`config.mk`:
```
export PLATFORM = sky130hd
export DESIGN_NAME = dbn_cell
export DESIGN_NICKNAME = d
export VERILOG_FILES = /design/src/rtl/core/dbn_pkg.sv /design/src/rtl/core/dbn_cell.sv
export SDC_FILE = /design/constraint.sdc
export NUM_CORES = 1
export LEC_CHECK = 0
export BUFFER_PORTS_ARGS = -buffer_cell sky130_fd_sc_hd__buf_2
export CORE_MARGIN = 2
export CORE_UTILIZATION = 40
export DETAILED_ROUTE_END_ITERATION = 6
export GPL_TIMING_DRIVEN = 1
export PLACE_DENSITY_LB_ADDON = 0.3
export SYNTH_ARGS = -nofsm -noshare
export SYNTH_HDL_FRONTEND = slang
export SYNTH_SLANG_ARGS = --single-unit
```
`constraint.sdc`:
```
create_clock -name clk -period 21.9 [get_ports clk]
set_input_delay 1.095 -clock clk [delete_from_list [all_inputs] [get_ports clk]]
set_output_delay 1.095 -clock clk [all_outputs]
set_load 0.005 [all_outputs]
```
`src/rtl/core/dbn_pkg.sv`:
```
// ----------------------------------------------------------------------------
// dbn_pkg
// Shared types and constants for the decimal add / subtract / multiply block.
// ----------------------------------------------------------------------------
package dbn_pkg;

    localparam int DIGIT_W    = 4;
    localparam int CHUNK_W    = 64;
    localparam int MAX_CHUNK  = CHUNK_W / DIGIT_W;
    localparam int OP_W       = 2;

    // reciprocal of ten for values below one hundred: q = (t * 205) >> 11
    localparam int RECIP_TEN   = 205;
    localparam int RECIP_SHIFT = 11;

    typedef logic [DIGIT_W-1:0] digit_t;
    typedef logic [OP_W-1:0]    op_t;

    localparam op_t OP_ADD = 2'd0;
    localparam op_t OP_SUB = 2'd1;
    localparam op_t OP_MUL = 2'd2;

    // commands broadcast to every digit cell
    typedef logic [2:0] cell_cmd_t;

    localparam cell_cmd_t CMD_HOLD  = 3'd0;
    localparam cell_cmd_t CMD_LOAD  = 3'd1;
    localparam cell_cmd_t CMD_CLEAR = 3'd2;
    localparam cell_cmd_t CMD_MUL   = 3'd3;
    localparam cell_cmd_t CMD_ADD   = 3'd4;
    localparam cell_cmd_t CMD_SUB   = 3'd5;
    localparam cell_cmd_t CMD_FLUSH = 3'd6;
    localparam cell_cmd_t CMD_EMIT  = 3'd7;

    typedef struct packed {
        cell_cmd_t cmd;
        digit_t    b_sel;
    } cell_ctrl_t;

endpackage

```
`src/rtl/core/dbn_cell.sv`:
```
// ----------------------------------------------------------------------------
// dbn_cell
// One digit position: holds a, b and result digits plus a carry that moves to
// the next higher cell on each multiply, add, subtract or flush step (carry-save accumulation).
// ----------------------------------------------------------------------------
module dbn_cell
    import dbn_pkg::*;
(
    input  logic       clk,
    input  cell_ctrl_t ctrl,
    input  digit_t     a_load,
    input  digit_t     b_load,
    input  digit_t     a_lower,
    input  digit_t     b_upper,
    input  digit_t     r_upper,
    input  digit_t     carry_in,
    output digit_t     a,
    output digit_t     b,
    output digit_t     r,
    output digit_t     carry
);

    digit_t       a_reg, a_next;
    digit_t       b_reg, b_next;
    digit_t       r_reg, r_next;
    digit_t       c_reg, c_next;
    logic [7:0]   prod;
    logic [6:0]   addend;
    logic [6:0]   total;
    logic [14:0]  scaled;
    digit_t       quo;
    digit_t       rem;

    // digit sum and its split into digit and carry
    always_comb
    begin
        prod   = 8'(a_reg) * 8'(ctrl.b_sel);
        addend = '0;
        total  = '0;
        case (ctrl.cmd)
            CMD_MUL:
            begin
                addend = 7'(prod);
                total  = 7'(r_reg) + addend + 7'(carry_in);
            end
            CMD_ADD:
            begin
                addend = 7'(a_reg) + 7'(b_reg);
                total  = addend + 7'(carry_in);
            end
            CMD_SUB:
            begin
                addend = 7'(a_reg) + 7'(4'd9 - b_reg);
                total  = addend + 7'(carry_in);
            end
            default:
            begin
                total = 7'(r_reg) + 7'(carry_in);
            end
        endcase
        scaled = 15'(total) * 15'(RECIP_TEN);
        quo    = scaled[RECIP_SHIFT +: DIGIT_W];
        rem    = 4'(total - 7'(quo) * 7'd10);
    end

    // command decoder
    always_comb
    begin
        a_next = a_reg;
        b_next = b_reg;
        r_next = r_reg;
        c_next = c_reg;
        unique case (ctrl.cmd)
            CMD_HOLD:
            begin
            end
            CMD_LOAD:
            begin
                a_next = a_load;
                b_next = b_load;
            end
            CMD_CLEAR:
            begin
                r_next = '0;
                c_next = '0;
            end
            CMD_MUL:
            begin
                r_next = rem;
                c_next = quo;
                a_next = a_lower;
                b_next = b_upper;
            end
            CMD_ADD, CMD_SUB, CMD_FLUSH:
            begin
                r_next = rem;
                c_next = quo;
            end
            CMD_EMIT:
            begin
                r_next = r_upper;
            end
            default:
            begin
            end
        endcase
    end

    always_ff @(posedge clk)
    begin
        a_reg <= a_next;
        b_reg <= b_next;
        r_reg <= r_next;
        c_reg <= c_next;
    end

    assign a     = a_reg;
    assign b     = b_reg;
    assign r     = r_reg;
    assign carry = c_reg;

endmodule
```
; After elaboration in Yosys (flattened, before gate mapping)
; Cells that the tools add are included.
[op_classes]
addsub = 9
multipliers = 3
eq_ne = 7
mux = 5
reduce_logical = 4
[ops]
columns = op, n
row1 = case mux 4 bit (2 select lines), 3
row2 = case mux 7 bit (3 select lines), 1
row3 = multiplier 7 x 8 -> 15 bit (second input constant), 1
row4 = == test 3 bit (second input constant), 4
row5 = case mux 4 bit (3 select lines), 1
row6 = adder 4 x 4 -> 5 bit, 2
row7 = adder 4 x 7 -> 7 bit, 1
row8 = adder 6 x 5 -> 7 bit, 1
row9 = adder 7 x 4 -> 7 bit, 1
row10 = multiplier 4 x 4 -> 7 bit, 1
row11 = adder 5 x 4 -> 6 bit, 1
row12 = adder 5 x 5 -> 6 bit, 1
row13 = == test 3 x 2 -> 1 bit (second input constant), 2
row14 = subtractor 4 x 4 -> 5 bit (first input constant), 1
row15 = multiplier 4 x 3 -> 3 bit (second input constant), 1
row16 = nonzero test 2 bit, 2
row17 = OR reduction 4 bit, 1
row18 = subtractor 4 bit, 1
row19 = == test 3 x 1 -> 1 bit (second input constant), 1
row20 = nonzero test 3 bit, 1
[word_totals]
register_bits = 16
input_bits = 32
out_inout_bits = 16
elab_cells = 32

; Longest topological paths before layout
[logic_depth]
word_depth = 8
ltp_mapped = 40
ltp_nobuf = 40

; Worst setup path before layout
; No wires, ideal clock.
[synth_path]
path_kind = in2reg
start = input port ctrl[3] in the netlist's numbering
end = register r_reg[3] (netlist: r[3]), data pin
setup_ps = 275
arrival_ps = 7962
t_required_ps = 21625
setup_slack_ps = 13664
path_stages = 34
n_path_buf = 0
path_cell_list = nand2_1 > fa_1 > fa_1 > fa_1 > inv_1 > ha_1 > a21o_1 > a21oi_1 > xnor2_1 > a22oi_1 > inv_1 > ha_1 > inv_1 > fa_1 > inv_1 > ha_1 > inv_1 > fa_1 > inv_1 > ha_1 > a21o_1 > a21o_1 > nor3_1 > nand3b_1 > o211ai_1 > a311o_1 > inv_1 > ha_1 > inv_1 > fa_1 > xnor2_1 > xnor2_1 > xor2_1 > o22ai_2
[synth_via]
elab_chain_len = 8
[synth_lines]
columns = item, line_no
row1 = start: declaration, dbn_cell.sv:10  ; input cell_ctrl_t ctrl,
row2 = multiplier 4 x 4 -> 7 bit, dbn_cell.sv:37  ; prod = 8'(a_reg) * 8'(ctrl.b_sel);
row3 = adder 4 x 7 -> 7 bit, dbn_cell.sv:44  ; total = 7'(r_reg) + addend + 7'(carry_in);
row4 = adder 7 x 4 -> 7 bit, dbn_cell.sv:44
row5 = case mux 7 bit (3 select lines), dbn_cell.sv:40  ; case (ctrl.cmd)
row6 = multiplier 7 x 8 -> 15 bit, dbn_cell.sv:61  ; scaled = 15'(total) * 15'(RECIP_TEN);
row7 = via scaled[11], dbn_cell.sv:30  ; logic [14:0] scaled;
row8 = multiplier 4 x 3 -> 3 bit, dbn_cell.sv:63  ; rem = 4'(total - 7'(quo) * 7'd10);
row9 = subtractor 4 bit, dbn_cell.sv:63
row10 = case mux 4 bit (3 select lines), dbn_cell.sv:73  ; unique case (ctrl.cmd)
row11 = via r_next[3], dbn_cell.sv:25  ; digit_t r_reg, r_next;
row12 = end signal: assignment, dbn_cell.sv:113  ; r_reg <= r_next;
row13 = end: declaration, dbn_cell.sv:25
; The timed path passes the listed nets, and every way through them passes these cells.
; A chain may end at the register's enable or synchronous reset.

; Final worst setup path
; Same ends and word-level chain as after synthesis.

==> metrics <==
clk sinks 16; CP Launch Type input pin; clock root buffer clkbuf_8; HPWL after DPL 6.31 mm; Max-Slew Margin vs Limit just over 40%; type of the worst min-delay path flip-flop to flip-flop; clock period minus worst slack roughly 8600 ps; FP Rows 32; GRT Util Overall a little under a fifth; vias in the first global route 2649; outcome finished clean; post-CTS setup buffers 0; WL per Instance 14.5 µm; Vias 2557; core area 7770 µm²; placed insts 501; Hold Vio Cnt, Final 0; crit end category flip-flop; Critical Path End r[3]; final core utilization 46.2%; drt first-iter violations 104; most frequent cell after synthesis inv_1; Avg Cell Area, Syn ~9.0 µm²; final layout net count between 500 and 600; Critical Path RT about 22000 ps; CP Data Arrival Time between 8000 and 9000 ps; fillcell total roughly 800; Synth Warn # 0; Ant. Diodes 0; Post-Syn Nets between 400 and 500; post-route ant nets 0; Compound-Gate Fraction of Synth Area 13.3%; Routed WL roughly 7.3 mm; top layer in use met4; Die H 93.7 µm; IO Pins 48; largest stage delay on the critical path between 500 and 600 ps; Post-synth EDFFs 16; reg2reg start a[0]; Synth cell types 52; ys async rst share 0%; number of CTS-inserted buffers 3; initial antenna violation count 0; fmax 117 MHz; RSZ-0062 raised after global routing no; chip width between 90 and 100 µm; global placer's final weighted congestion 0.885; Via-to-Cell Ratio between 5 and 6; P&R area growth vs syn 11.4%; post-synth top area cell ha_1; most area-consuming cells after synthesis ha_1, fa_1, edfxtp_1; slowest stage cell, crit path fa_1; share of layout cells above drive strength 1 14.4%; Crit Path Class input pin to flip-flop; post-synth top area share approximately 23%; synth cell count leaders inv_1, ha_1, nand2_1; drt drc 0; post-cts sizing count 0; setup TNS 0 ps; adder-cell share of the synthesized area 41.6%; Port-buffer cells 47; Setup-failing EPs final 0; Tightest Pin Transition 893 ps; part of the Yosys area used for sequential elements 14.9%; R2R Setup Slk 13700 ps; H-tree Lvls 1; crit-path max FO 4; Worst Skew about 1.6 ps; Post-Synth Simple-Gate Area 13.3%; Layout Cells excl Fill 504; FF-to-FF path depth 32; largest family of logic cells by synthesized area adder cells; met2 WL post-DR 3.57 mm; GRT Residual Overflow 0; Cell Area, Synth 3220 µm²; Max Slew Vio Count 0; clk slew on worst S/H paths 70 ps; dominant synthesized flop cell edfxtp_1; met3 WL post-DR between 200 and 300 µm; first-pass GRT wire length 12.7 mm; CP dominant cell by count fa_1; initial core utilization 41.5%; largest net degree at the start of global routing 17; hold-fix buffers at CTS 0; end of the worst register-to-register path r[3]; post-synthesis xor/xnor area fraction 5.98%; Syn Inst Count between 300 and 400; CTS tree done; Seq cells post-synth 16; maxcap violations 0; clock latency on the worst-skew pair 250 ps; die footprint 8790 µm²; CTS max path bufs 2; mux cell area share after synthesis under 10%; fin crit share 39.2%; Critical Path Start ctrl[3]; TritonRoute pass-1 iters 5; met1 WL 3.34 mm
==> through the flow <==
stage                     instance area [µm²]  hold WS (ps)  setup WS (ps)
after floorplan                          3220           887          13660
after global placement                   3550           935          13290
after detailed placement                 3550           945          13070
after global routing                     3590          1050          12760
after CTS                                3590           968          13330
final                                    3590           963          13320
==> layout make-up <==
cell class	count	area (µm²)	share of cell area, %
clock buffers	3	41.3	1.15
inverters	70	265	7.39
multi-input cells	266	2440	68.0
flip-flops and latches	16	480	13.4
well taps	102	128	3.56
repair buffers	47	235	6.56
==> cells in the final DEF, fill, tap and decap left out, types with 3 or more instances in the layout <==
cell,count
a31oi_1,3
inv_1,69
nand4_1,3
edfxtp_1,16
and2_1,13
xnor2_1,13
mux2i_1,4
xor2_1,9
nand2_1,45
o211ai_1,4
o21ai_0,7
a21oi_1,13
clkbuf_8,3
o21ai_1,3
buf_2,47
fa_1,30
ha_1,59
a21o_1,10
nor2_1,10
nand3_1,6
==> how the worst min path moves through the flow <==
stage	startpoint	end	depth (start not counted)
floorplan	r[0]	r[0]	5
global placement	r[0]	r[0]	5
detailed placement	r[0]	r[0]	5
CTS	r[0]	r[0]	5
global route	r[0]	r[0]	3
finish	r[0]	r[0]	5
==> routing by layer <==
layer	GRT usage [%]	vias to the layer above
met1	24.5	1216
met5	0	-
met4	4.35	0
met3	1.36	9
met2	31.2	53
li1	-	1279
==> logic make-up (layout without fill, tap and decap cells) <==
| logic type | after synthesis | in the layout |
|---|---|---|
| adder cells (fa/ha/maj) | 89 | 89 |
| AND/OR/NAND/NOR | 89 | 89 |
| buffers and inverters | 77 | 120 |
| AO/OA/AOI/OAI | 61 | 61 |
| XOR/XNOR | 22 | 22 |
| flip-flops | 16 | 16 |
| multiplexers | 5 | 5 |
==> critical path: cells and delay by family <==
kind	cells	cell delay [ps]
xor gates and xnor gates	4	680
buffers and inverters	7	400
AOI/OAI and AO/OA	7	1460
and+or+nand+nor	4	590
adders and majority gates	11	4310
Power is left out: the tool's default activity adds up to more than one toggle a clock period on the data nets, which glitch-free logic cannot reach.
